--- config.mk ---
export PLATFORM = sky130hd
export DESIGN_NAME = modem_response_line_parser
export DESIGN_NICKNAME = d
export VERILOG_FILES = /design/src/hdl/mrlp_pkg.sv /design/src/hdl/modem_response_line_parser.sv /design/src/hdl/mrlp_line_store.sv /design/src/hdl/mrlp_classify.sv
export SDC_FILE = /design/constraint.sdc
export NUM_CORES = 1
export LEC_CHECK = 0
export ABC_AREA = 1
export ABC_CLOCK_PERIOD_IN_PS = 16300
export BUFFER_PORTS_ARGS = -buffer_cell sky130_fd_sc_hd__buf_2
export CORE_ASPECT_RATIO = 0.9
export CORE_MARGIN = 1
export CORE_UTILIZATION = 50
export DETAILED_ROUTE_END_ITERATION = 10
export PLACE_DENSITY_LB_ADDON = 0.2
export SETUP_SLACK_MARGIN = 0.2
export SLEW_MARGIN = 0
export SYNTH_ARGS = -nofsm -noshare
export SYNTH_HDL_FRONTEND = slang
export SYNTH_HIERARCHICAL = 1
export SYNTH_SLANG_ARGS = --single-unit
--- constraint.sdc ---
create_clock -name clk -period 16.3 [get_ports clk]
set_input_delay 0 -clock clk [delete_from_list [all_inputs] [get_ports clk]]
set_output_delay 0 -clock clk [all_outputs]
set_load 0.01 [all_outputs]
--- src/hdl/mrlp_pkg.sv ---
// Shared types and constants for the modem response line parser.
// No dependencies; every other file in hdl imports this package.
`default_nettype none

package mrlp_pkg;

    localparam int LINE_KEEP_DEF = 24;
    // Highest line position that any field is taken from is 21.
    localparam int HEAD_READ = 22;
    localparam int LEN_W = 8;
    localparam int IDENT_CHARS = 15;
    localparam int IDENT_FIRST = 7;

    localparam logic [7:0] CH_CR     = 8'h0D;
    localparam logic [7:0] CH_LF     = 8'h0A;
    localparam logic [7:0] CH_PROMPT = 8'h3E;
    localparam logic [7:0] CH_ZERO   = 8'h30;
    localparam logic [7:0] CH_NINE   = 8'h39;
    localparam logic [7:0] CH_ONE    = 8'h31;
    localparam logic [7:0] CH_FIVE   = 8'h35;
    localparam logic [7:0] CH_COMMA  = 8'h2C;
    localparam logic [7:0] CH_NUL    = 8'h00;

    localparam logic [63:0] PFX_MODEM = "MODEM:ST";
    localparam logic [15:0] PFX_OK    = "OK";
    localparam logic [39:0] PFX_ERROR = "ERROR";
    localparam logic [31:0] PFX_CSQ   = "+CSQ";
    localparam logic [39:0] PFX_CREG  = "+CREG";
    localparam logic [47:0] PFX_CGSN  = "+CGSN:";
    localparam logic [47:0] PFX_XIIC  = "+XIIC:";

    localparam logic [6:0] SQ_INVALID = 7'd99;

    typedef enum logic [2:0] {
        EV_PROMPT       = 3'd0,
        EV_MODEM_START  = 3'd1,
        EV_OK           = 3'd2,
        EV_ERROR        = 3'd3,
        EV_SIGNAL       = 3'd4,
        EV_REGISTRATION = 3'd5,
        EV_IDENTITY     = 3'd6,
        EV_LINK         = 3'd7
    } event_kind_t;

    // What the line store decided about the byte it just took.
    typedef struct packed {
        logic             prompt_hit;
        logic             line_end;
        logic [LEN_W-1:0] len;
    } line_ev_t;

    typedef struct packed {
        event_kind_t kind;
        logic [6:0]  signal_quality;
        logic [2:0]  registration;
        logic        link_up;
        logic [59:0] identity_digits;
    } result_t;

endpackage

`default_nettype wire

--- src/hdl/modem_response_line_parser.sv ---
// Modem reply line parser: one received byte per word in, at most one event word out.
// A byte first lands in an input register; once the output side can take a result it updates
// the line state and, on one of the first two '>' prompts or on an LF after a CR that ends a
// recognised line, a result is registered at the output. A byte is taken every cycle while the
// output side keeps up; the stall on the input follows the output stall only when the
// result register is full. Bytes past LINE_KEEP are counted but not stored.
// Depends on mrlp_pkg, mrlp_line_store and mrlp_classify.
`default_nettype none

module modem_response_line_parser #(
    parameter int LINE_KEEP = mrlp_pkg::LINE_KEEP_DEF
) (
    input  wire logic        clk,
    input  wire logic        rst_n,
    input  wire logic        in_valid,
    output logic             in_stall,
    input  wire logic [7:0]  rx_byte,
    output logic             out_valid,
    input  wire logic        out_stall,
    output logic [2:0]       event_kind,
    output logic [6:0]       signal_quality,
    output logic [2:0]       registration,
    output logic             link_up,
    output logic [59:0]      identity_digits
);
    import mrlp_pkg::*;

    logic                       byte_valid_reg;
    logic                       byte_valid_next;
    logic [7:0]                 byte_reg;
    logic                       out_valid_reg;
    logic                       out_valid_next;
    result_t                    result_reg;
    result_t                    result_next;
    logic                       advance;
    logic                       step;
    logic                       take_in;
    logic                       cls_match;
    logic                       emit;
    line_ev_t                   ev;
    result_t                    cls_res;
    logic [HEAD_READ-1:0][7:0]  head;

    assign advance  = !out_valid_reg || !out_stall;
    assign step     = byte_valid_reg && advance;
    assign in_stall = byte_valid_reg && !advance;
    assign take_in  = in_valid && !in_stall;

    mrlp_line_store #(
        .LINE_KEEP (LINE_KEEP)
    ) u_store (
        .clk     (clk),
        .rst_n   (rst_n),
        .step    (step),
        .rx_byte (byte_reg),
        .ev      (ev),
        .head    (head)
    );

    mrlp_classify u_classify (
        .len   (ev.len),
        .head  (head),
        .match (cls_match),
        .res   (cls_res)
    );

    assign emit = ev.prompt_hit || (ev.line_end && cls_match);

    always_comb
    begin
        byte_valid_next = take_in ? 1'b1 : (step ? 1'b0 : byte_valid_reg);
        out_valid_next  = advance ? (step && emit) : out_valid_reg;
        if (ev.prompt_hit)
        begin
            result_next      = '0;
            result_next.kind = EV_PROMPT;
        end
        else
        begin
            result_next = cls_res;
        end
    end

    always_ff @(posedge clk or negedge rst_n)
    begin
        if (!rst_n)
        begin
            byte_valid_reg <= 1'b0;
            out_valid_reg  <= 1'b0;
        end
        else
        begin
            byte_valid_reg <= byte_valid_next;
            out_valid_reg  <= out_valid_next;
        end
    end

    always_ff @(posedge clk)
    begin
        if (take_in)
        begin
            byte_reg <= rx_byte;
        end
        if (step && emit)
        begin
            result_reg <= result_next;
        end
    end

    assign out_valid       = out_valid_reg;
    assign event_kind      = result_reg.kind;
    assign signal_quality  = result_reg.signal_quality;
    assign registration    = result_reg.registration;
    assign link_up         = result_reg.link_up;
    assign identity_digits = result_reg.identity_digits;

endmodule

`default_nettype wire

--- src/hdl/mrlp_line_store.sv ---
// Line buffer, line length, CR flag and prompt counter of the line parser.
// Depends on mrlp_pkg.
`default_nettype none

module mrlp_line_store #(
    parameter int LINE_KEEP = mrlp_pkg::LINE_KEEP_DEF
) (
    input  wire logic                                clk,
    input  wire logic                                rst_n,
    input  wire logic                                step,
    input  wire logic [7:0]                          rx_byte,
    output mrlp_pkg::line_ev_t                       ev,
    output logic [mrlp_pkg::HEAD_READ-1:0][7:0]      head
);
    import mrlp_pkg::*;

    localparam int IDX_W = $clog2(LINE_KEEP);

    logic [7:0]       head_mem [LINE_KEEP];
    logic [LEN_W-1:0] line_len_reg;
    logic [LEN_W-1:0] line_len_next;
    logic             cr_seen_reg;
    logic             cr_seen_next;
    logic [1:0]       prompt_cnt_reg;
    logic [1:0]       prompt_cnt_next;

    logic is_cr;
    logic is_prompt;
    logic line_end;
    logic prompt_hit;
    logic keep_byte;

    assign is_cr      = (rx_byte == CH_CR);
    assign is_prompt  = (rx_byte == CH_PROMPT);
    assign line_end   = (rx_byte == CH_LF) && cr_seen_reg;
    assign prompt_hit = is_prompt && (prompt_cnt_reg <= 2'd1);
    assign keep_byte  = !line_end;

    always_comb
    begin
        line_len_next   = line_len_reg;
        cr_seen_next    = cr_seen_reg;
        prompt_cnt_next = prompt_cnt_reg;
        if (step)
        begin
            // Only a CR leaves the flag set; a line end or any other byte clears it.
            cr_seen_next = is_cr;
            if (line_end)
            begin
                line_len_next = '0;
            end
            else if (line_len_reg != {LEN_W{1'b1}})
            begin
                line_len_next = line_len_reg + 1'b1;
            end
            if (prompt_hit)
            begin
                prompt_cnt_next = prompt_cnt_reg + 2'd1;
            end
        end
    end

    always_ff @(posedge clk or negedge rst_n)
    begin
        if (!rst_n)
        begin
            line_len_reg   <= '0;
            cr_seen_reg    <= 1'b0;
            prompt_cnt_reg <= 2'd0;
        end
        else
        begin
            line_len_reg   <= line_len_next;
            cr_seen_reg    <= cr_seen_next;
            prompt_cnt_reg <= prompt_cnt_next;
        end
    end

    always_ff @(posedge clk)
    begin
        if (step && keep_byte && (line_len_reg < LEN_W'(LINE_KEEP)))
        begin
            head_mem[line_len_reg[IDX_W-1:0]] <= rx_byte;
        end
    end

    for (genvar i = 0; i < HEAD_READ; i++)
    begin : g_head
        assign head[i] = head_mem[i];
    end

    // The stored length counts the closing CR, which is not part of the line.
    assign ev.prompt_hit = prompt_hit;
    assign ev.line_end   = line_end;
    assign ev.len        = line_len_reg - 1'b1;

endmodule

`default_nettype wire

--- src/hdl/mrlp_classify.sv ---
// Prefix classification and value extraction for one finished line.
// Depends on mrlp_pkg.
`default_nettype none

module mrlp_classify (
    input  wire logic [mrlp_pkg::LEN_W-1:0]          len,
    input  wire logic [mrlp_pkg::HEAD_READ-1:0][7:0] head,
    output logic                                     match,
    output mrlp_pkg::result_t                        res
);
    import mrlp_pkg::*;

    logic [7:0] c [HEAD_READ];
    logic       hit_modem;
    logic       hit_ok;
    logic       hit_error;
    logic       hit_csq;
    logic       hit_creg;
    logic       hit_cgsn;
    logic       hit_xiic;
    logic [7:0] sq_a;
    logic [7:0] sq_b;
    logic       sq_a_dig;
    logic       sq_b_dig;
    logic [6:0] sq_tens;
    logic [6:0] sq_val;
    logic [2:0] reg_val;
    logic       link_val;
    logic [59:0] ident_val;
    logic        ended;

    // Positions at or past the line end read as NUL.
    always_comb
    begin
        for (int i = 0; i < HEAD_READ; i++)
        begin
            c[i] = (LEN_W'(i) < len) ? head[i] : CH_NUL;
        end
    end

    assign hit_modem = (len >= LEN_W'(8)) &&
                       ({c[0], c[1], c[2], c[3], c[4], c[5], c[6], c[7]} == PFX_MODEM);
    assign hit_ok    = (len >= LEN_W'(2)) && ({c[0], c[1]} == PFX_OK);
    assign hit_error = (len >= LEN_W'(5)) && ({c[0], c[1], c[2], c[3], c[4]} == PFX_ERROR);
    assign hit_csq   = (len >= LEN_W'(4)) && ({c[0], c[1], c[2], c[3]} == PFX_CSQ);
    assign hit_creg  = (len >= LEN_W'(5)) && ({c[0], c[1], c[2], c[3], c[4]} == PFX_CREG);
    assign hit_cgsn  = (len >= LEN_W'(6)) &&
                       ({c[0], c[1], c[2], c[3], c[4], c[5]} == PFX_CGSN);
    assign hit_xiic  = (len >= LEN_W'(6)) &&
                       ({c[0], c[1], c[2], c[3], c[4], c[5]} == PFX_XIIC);

    assign sq_a     = c[6];
    assign sq_b     = c[7];
    assign sq_a_dig = (sq_a >= CH_ZERO) && (sq_a <= CH_NINE);
    assign sq_b_dig = (sq_b >= CH_ZERO) && (sq_b <= CH_NINE);
    assign sq_tens  = {sq_a[3:0], 3'b000} + {2'b00, sq_a[3:0], 1'b0};

    always_comb
    begin
        priority if (sq_b == CH_COMMA)
        begin
            sq_val = sq_a_dig ? {3'b000, sq_a[3:0]} : SQ_INVALID;
        end
        else if (sq_a == CH_NINE)
        begin
            sq_val = 7'd0;
        end
        else if (sq_a_dig && sq_b_dig)
        begin
            sq_val = sq_tens + {3'b000, sq_b[3:0]};
        end
        else
        begin
            sq_val = SQ_INVALID;
        end
    end

    assign reg_val  = ((c[9] == CH_ONE) || (c[9] == CH_FIVE)) ? c[9][2:0] : 3'd0;
    assign link_val = (c[10] == CH_ONE) && (c[11] == CH_COMMA);

    // The first NUL ends the identity; every later nibble stays zero.
    always_comb
    begin
        ended     = 1'b0;
        ident_val = '0;
        for (int i = 0; i < IDENT_CHARS; i++)
        begin
            if (c[IDENT_FIRST + i] == CH_NUL)
            begin
                ended = 1'b1;
            end
            ident_val[59 - 4*i -: 4] = ended ? 4'h0 : c[IDENT_FIRST + i][3:0];
        end
    end

    always_comb
    begin
        res   = '0;
        match = (len > LEN_W'(1));
        priority if (hit_modem)
        begin
            res.kind = EV_MODEM_START;
        end
        else if (hit_ok)
        begin
            res.kind = EV_OK;
        end
        else if (hit_error)
        begin
            res.kind = EV_ERROR;
        end
        else if (hit_csq)
        begin
            res.kind           = EV_SIGNAL;
            res.signal_quality = sq_val;
        end
        else if (hit_creg)
        begin
            res.kind         = EV_REGISTRATION;
            res.registration = reg_val;
        end
        else if (hit_cgsn)
        begin
            res.kind            = EV_IDENTITY;
            res.identity_digits = ident_val;
        end
        else if (hit_xiic)
        begin
            res.kind    = EV_LINK;
            res.link_up = link_val;
        end
        else
        begin
            match = 1'b0;
        end
    end

endmodule

`default_nettype wire

After elaboration in Yosys (flattened, before gate mapping). Memory sizes are Yosys's and may differ from the RTL's. Cells that the tools add are included.

Register bits: 95. Memory bits (writable): 192. Input port bits: 12. Output and inout bits: 76. Logic and storage cells: 217. Memories kept: 1.

Add/subtract/negate cells: 5. $lt $le $gt $ge: 34. Equality and inequality tests: 17. Multiplexer cells: 61. Bitwise logic cells: 5. Reductions and logical operators: 67.

Memory list: u_store.head_mem (depth 24, bits a word 8, rd ports 22, clocked after Yosys merged registers in 0, write ports 1, line mrlp_line_store.sv:19) `logic [7:0] head_mem [LINE_KEEP];`.

Operators with widths (number): $mux 8 (24); $reduce_or 8->1 (16); $logic_not 8->1 (15); $eq 48x46->1 const B (2); $eq 64x63->1 const B (1); $lt 4x8->1 const A (8); $eq 8x6->1 const B (7); $lt 5x8->1 const A (6); $eq 40x38->1 const B (1); $eq 40x39->1 const B (1); $eq 32x30->1 const B (1); $lt 3x8->1 const A (4); $mux 7 (4); $mux 1 (27); $ge 8x3->1 const B (3); $logic_and 1x1->1 (20); $eq 16x15->1 const B (1); $eq 8x4->1 const B (2); $ge 8x6->1 const B (2); $le 8x6->1 const B (2); $lt 1x8->1 const A (2); $lt 2x8->1 const A (2); $mux 3 (4); $add 8x1->8 const B (1); 20 further kinds (33).

Logic depth before layout (Yosys ltp).
Word-level depth: 20. Gate-level depth with buffers: 25. Gate-level depth less buffers: 25.

Hierarchy. The synthesis kept the hierarchy.

Modules (own cells, without submodules): mrlp_line_store (instances 1, cells each 362, area each 6414.9 um^2); modem_response_line_parser (instances 1, cells each 255, area each 3205.6 um^2); mrlp_classify (instances 1, cells each 536, area each 2691.3 um^2).

Least setup slack after synthesis. Ideal clock, no wire load.

Path type: flip-flop to flip-flop. Start: register u_store.line_len_reg[0]. End: register result_reg, in the netlist event_kind[0], enable pin. Setup time: 0.509 ns. Data arrival time: 5.817 ns. Data required time: 15.791 ns. Setup slack: 9.974 ns. Cell stages (with the launch flop): 26. Clock period less this slack: 6.326 ns. Cell sequence: dfrtp_1 -> inv_1 -> ha_1 -> inv_1 -> nor2_1 -> nand2_1 -> o21ai_0 -> o21ai_0 -> nor2_4 -> nand2_2 -> clkinv_4 -> nand2_4 -> nand2_2 -> nand2_1 -> nor2_1 -> nand2_1 -> nor2_2 -> nand3_4 -> buf_6 -> nand2_1 -> nor2_1 -> nand3_1 -> nand2_1 -> nand2_1 -> inv_1 -> nor2_1.

RTL lines: start, declared (line mrlp_line_store.sv:20) `logic [LEN_W-1:0] line_len_reg;`; start signal, assigned (line mrlp_line_store.sv:73) `line_len_reg <= line_len_next;`; end signal, assigned (line modem_response_line_parser.sv:106) `result_reg <= result_next;`; end, declared (line modem_response_line_parser.sv:33) `result_t result_reg;`.

==> run_summary.xml <==
<?xml version="1.0" encoding="UTF-8"?>
<metrics>
  <group name="run_status">
    <metric name="outcome" unit="">finished, final reports clean</metric>
  </group>
  <group name="placed_design">
    <metric name="place.gp.congestion" unit="">0.964</metric>
    <metric name="placement.io_buffers" unit="">87</metric>
    <metric name="dp.final_hpwl" unit="um">18700</metric>
  </group>
  <group name="pwr">
    <metric name="power_switching_share" unit="">0.362</metric>
    <metric name="cellInternalPower" unit="uW">1330</metric>
    <metric name="seq_power_share" unit="">0.396</metric>
    <metric name="comb_power_share" unit="">0.300</metric>
    <metric name="clock_power_share" unit="">0.304</metric>
    <metric name="power-per-cell-area" unit="nW/um2">148</metric>
    <metric name="power.leakage" unit="uW">0.00548</metric>
    <metric name="p_switching" unit="uW">753</metric>
    <metric name="ir_worst_vdd" unit="V">0.000108</metric>
  </group>
  <group name="cts">
    <metric name="clk_latency" unit="ps">550</metric>
    <metric name="clock_tree.htree_level_count" unit="">1</metric>
    <metric name="tritoncts" unit="">yes</metric>
    <metric name="cts.sinks" unit="">271</metric>
    <metric name="clock_path_buffers" unit="">3</metric>
    <metric name="clk_root_buffer_cell" unit="">sky130_fd_sc_hd__clkbuf_16</metric>
    <metric name="cts_inserted_buffers" unit="">29</metric>
    <metric name="clk_pin_slew" unit="ps">60</metric>
  </group>
  <group name="critical_path">
    <metric name="startpoint_type" unit="">flip-flop</metric>
    <metric name="regToRegEndpoint" unit="">identity_digits[21]</metric>
    <metric name="worst_r2r_path_depth" unit="">23</metric>
    <metric name="timing_worst_setup_path_type" unit="">reg -&gt; reg</metric>
    <metric name="cp-startpoint" unit="">u_store/line_len_reg[0]</metric>
    <metric name="cp_data_arrival_time" unit="ps">5000</metric>
    <metric name="timing.rr.start" unit="">u_store/line_len_reg[0]</metric>
    <metric name="crit_path_max_fanout" unit="">71</metric>
    <metric name="endpoint_kind" unit="">flip-flop</metric>
    <metric name="crit_path_end" unit="">identity_digits[21]</metric>
    <metric name="data_required_time_of_the_worst_path" unit="ps">16470</metric>
    <metric name="reg2reg_slack" unit="ps">11470</metric>
  </group>
  <group name="layout">
    <metric name="post-route-util" unit="">0.582</metric>
    <metric name="area_delta_synth_final" unit="%">14.4</metric>
    <metric name="antenna-diode-count" unit="">0</metric>
    <metric name="multi_input_area" unit="um2">3340</metric>
    <metric name="total_nets_final" unit="">1303</metric>
    <metric name="fillers" unit="">2036</metric>
    <metric name="largest_reg_flops" unit="">176</metric>
    <metric name="register_area" unit="um2">8070</metric>
    <metric name="drive_gt1_frac" unit="">0.151</metric>
  </group>
  <group name="synthesis">
    <metric name="synth_enable_flop_cells" unit="">258</metric>
    <metric name="mappedNetlistArea" unit="um2">12300</metric>
    <metric name="asyncSetResetFlopFracSynth" unit="">0.0480</metric>
    <metric name="ys_types" unit="">45</metric>
    <metric name="yosysTopAreaCellShare" unit="">0.629</metric>
    <metric name="syn-instance-count" unit="">1153</metric>
    <metric name="synth_most_common_cell" unit="">sky130_fd_sc_hd__edfxtp_1</metric>
    <metric name="ys_seq_elements" unit="">271</metric>
    <metric name="synth_sequential_area_ratio" unit="">0.656</metric>
    <metric name="postSynth.topFlopCell" unit="">sky130_fd_sc_hd__edfxtp_1</metric>
    <metric name="post_synthesis_cell_type_with_the_largest_combined_area" unit="">sky130_fd_sc_hd__edfxtp_1</metric>
    <metric name="netlist_top_cells_area" unit="">sky130_fd_sc_hd__edfxtp_1, sky130_fd_sc_hd__nor2_1, sky130_fd_sc_hd__nand2_1</metric>
    <metric name="ys_top_cells_by_count" unit="">sky130_fd_sc_hd__edfxtp_1, sky130_fd_sc_hd__nor2_1, sky130_fd_sc_hd__nand2_1</metric>
    <metric name="synthesis.area_per_instance" unit="um2">10.7</metric>
    <metric name="net_count_after_synthesis" unit="">1180</metric>
    <metric name="ys.warnings.count" unit="">6</metric>
  </group>
  <group name="route">
    <metric name="postRouteWirelength" unit="um">27600</metric>
    <metric name="final_antenna_net_count" unit="">0</metric>
    <metric name="routed-via-count" unit="">8404</metric>
    <metric name="detailedRoute.firstPassIterationCount" unit="">6</metric>
    <metric name="post-route-drc-count" unit="">0</metric>
    <metric name="drt_first_iter_violations" unit="">696</metric>
    <metric name="vias_per_cell" unit="">5.24</metric>
    <metric name="post_drt_wl_per_cell" unit="um">17.2</metric>
  </group>
  <group name="sta">
    <metric name="max_clock_freq" unit="MHz">207</metric>
    <metric name="layout_worst_path_cycle_share" unit="">0.296</metric>
    <metric name="slew_violations" unit="">0</metric>
    <metric name="timing_worst_slew_pin_value" unit="ps">1270</metric>
    <metric name="fin_crit" unit="ps">4830</metric>
    <metric name="unrepaired_setup_endpoints_after_global_routing" unit="">no</metric>
    <metric name="post_route_clock_skew" unit="ps">14.1</metric>
    <metric name="finalHoldViolCount" unit="">0</metric>
    <metric name="max-slew-margin-rel" unit="">0.148</metric>
    <metric name="final-setup-viol-count" unit="">0</metric>
    <metric name="fin_tns_setup" unit="ps">0</metric>
  </group>
  <group name="global_route">
    <metric name="use_met1" unit="">0.312</metric>
    <metric name="first_global_vias" unit="">7884</metric>
    <metric name="globalRouteOverflowTotal" unit="">0</metric>
    <metric name="grt_pass1_wl" unit="um">42500</metric>
    <metric name="grt_use_met2" unit="">0.354</metric>
    <metric name="grt_util_all_layers" unit="">0.222</metric>
    <metric name="grt.busiest_layer" unit="">met2</metric>
    <metric name="antenna_found_initial" unit="">0</metric>
    <metric name="grt.met3_usage" unit="">0.0334</metric>
    <metric name="grt_max_degree" unit="">76</metric>
  </group>
  <group name="floorplan">
    <metric name="die_width" unit="um">167</metric>
    <metric name="top_level_ports" unit="">88</metric>
    <metric name="floorplan.initialDensity" unit="">0.509</metric>
    <metric name="num_rows" unit="">54</metric>
    <metric name="die_height" unit="um">151</metric>
    <metric name="core" unit="um2">24200</metric>
    <metric name="die_area" unit="um2">25300</metric>
  </group>
  <group name="worst_hold_path">
    <metric name="holdCritPathClass" unit="">in -&gt; reg</metric>
  </group>
  <group name="job">
    <metric name="max_cap_violations" unit="">0</metric>
  </group>
</metrics>
[power groups by stage]
stage,registers [uW],clock network [uW],logic (uW)
finish,824,632,625
global route,827,669,692
CTS,823,644,617
detailed placement,837,0,611
global placement,836,0,610
floorplan,828,0,465
[how the worst min path moves through the flow]
stage               depth (start not counted)       start  slack (ps)             end
finish                                      2  rx_byte[3]         180     byte_reg[3]
global route                                2  rx_byte[3]         170     byte_reg[3]
CTS                                         2  rx_byte[2]         150     byte_reg[2]
detailed placement                          1       rst_n         -80  byte_valid_reg
global placement                            1       rst_n         -90  byte_valid_reg
floorplan                                   0       rst_n        -300  byte_valid_reg
[critical path, cell delays in order (launching register included)]
cell,delay [ps]
sky130_fd_sc_hd__dfrtp_1,430
sky130_fd_sc_hd__inv_1,270
sky130_fd_sc_hd__ha_1,210
sky130_fd_sc_hd__inv_1,50
sky130_fd_sc_hd__nor2_1,150
sky130_fd_sc_hd__nand2_1,90
sky130_fd_sc_hd__o21ai_0,160
sky130_fd_sc_hd__o21ai_0,170
sky130_fd_sc_hd__nor2_4,190
sky130_fd_sc_hd__nand2_2,170
sky130_fd_sc_hd__clkinv_4,200
sky130_fd_sc_hd__nand3_4,120
sky130_fd_sc_hd__o21ai_0,150
sky130_fd_sc_hd__nand3_2,130
sky130_fd_sc_hd__nor2_4,160
sky130_fd_sc_hd__nand4_1,330
sky130_fd_sc_hd__nand2_1,170
sky130_fd_sc_hd__nor2_1,70
sky130_fd_sc_hd__nand3_1,70
sky130_fd_sc_hd__nand2_1,50
sky130_fd_sc_hd__nand2_1,110
sky130_fd_sc_hd__inv_1,80
sky130_fd_sc_hd__nor2_4,120
sky130_fd_sc_hd__buf_4,690
[layer usage]
| metal | vias up | part of all wire |
|---|---|---|
| met1 | 3964 | 0.46 |
| met4 | 0 | 0.029 |
| met2 | 292 | 0.45 |
| li1 | 4085 | - |
| met5 | - | 0 |
| met3 | 63 | 0.059 |
[area by class of cell]
| type | count | area share |
|---|---|---|
| clock inverters | 20 | 0.0124 |
| well taps | 308 | 0.0274 |
| repair buffers | 112 | 0.0467 |
| clock buffers | 32 | 0.0523 |
| flip-flops and latches | 271 | 0.573 |
| multi-input cells | 674 | 0.237 |
| inverters | 188 | 0.0510 |
[metrics by stage]
step	std cells	hold WS, ps	setup WS [ps]	area [um2]	total power (uW)
2_1_floorplan	1153	-296	9970	12300	1290
3_3_place_gp	1539	-85.8	11740	13000	1450
3_5_place_dp	1539	-83.1	11490	13000	1450
4_1_cts	1605	147	11470	14100	2080
5_1_grt	1605	166	11060	14100	2190
6_report	1605	176	11470	14100	2080
[cells in the final DEF (no fill, tap or decap), types with 26 or more instances in the layout]
cell type	netlist	routed
sky130_fd_sc_hd__nor2_1	204	203
sky130_fd_sc_hd__o21ai_0	26	26
sky130_fd_sc_hd__inv_1	182	182
sky130_fd_sc_hd__nand3_1	53	53
sky130_fd_sc_hd__nor3_1	49	49
sky130_fd_sc_hd__buf_2	3	87
sky130_fd_sc_hd__nand2_1	189	189
sky130_fd_sc_hd__clkbuf_16	0	29
sky130_fd_sc_hd__edfxtp_1	258	258
sky130_fd_sc_hd__nand4_1	26	26
[repair_timing]
| item | CTS | global route |
|---|---|---|
| hold buffers | 14 | 0 |
| gates resized for setup | 0 | 0 |
| hold endpoints to repair | 31 | 0 |
| buffers inserted | 0 | 0 |
[logic make-up after synthesis]
logic type | count (synthesis) | share of synthesized area
XOR/XNOR | 6 | 0.00427
buffers and inverters | 208 | 0.0736
other | 1 | 0.000305
AO/OA/AOI/OAI | 48 | 0.0210
AND/OR/NAND/NOR | 604 | 0.229
adder cells (fa/ha/maj) | 15 | 0.0165
flip-flops | 271 | 0.656
(Power assumes the default switching activity.)
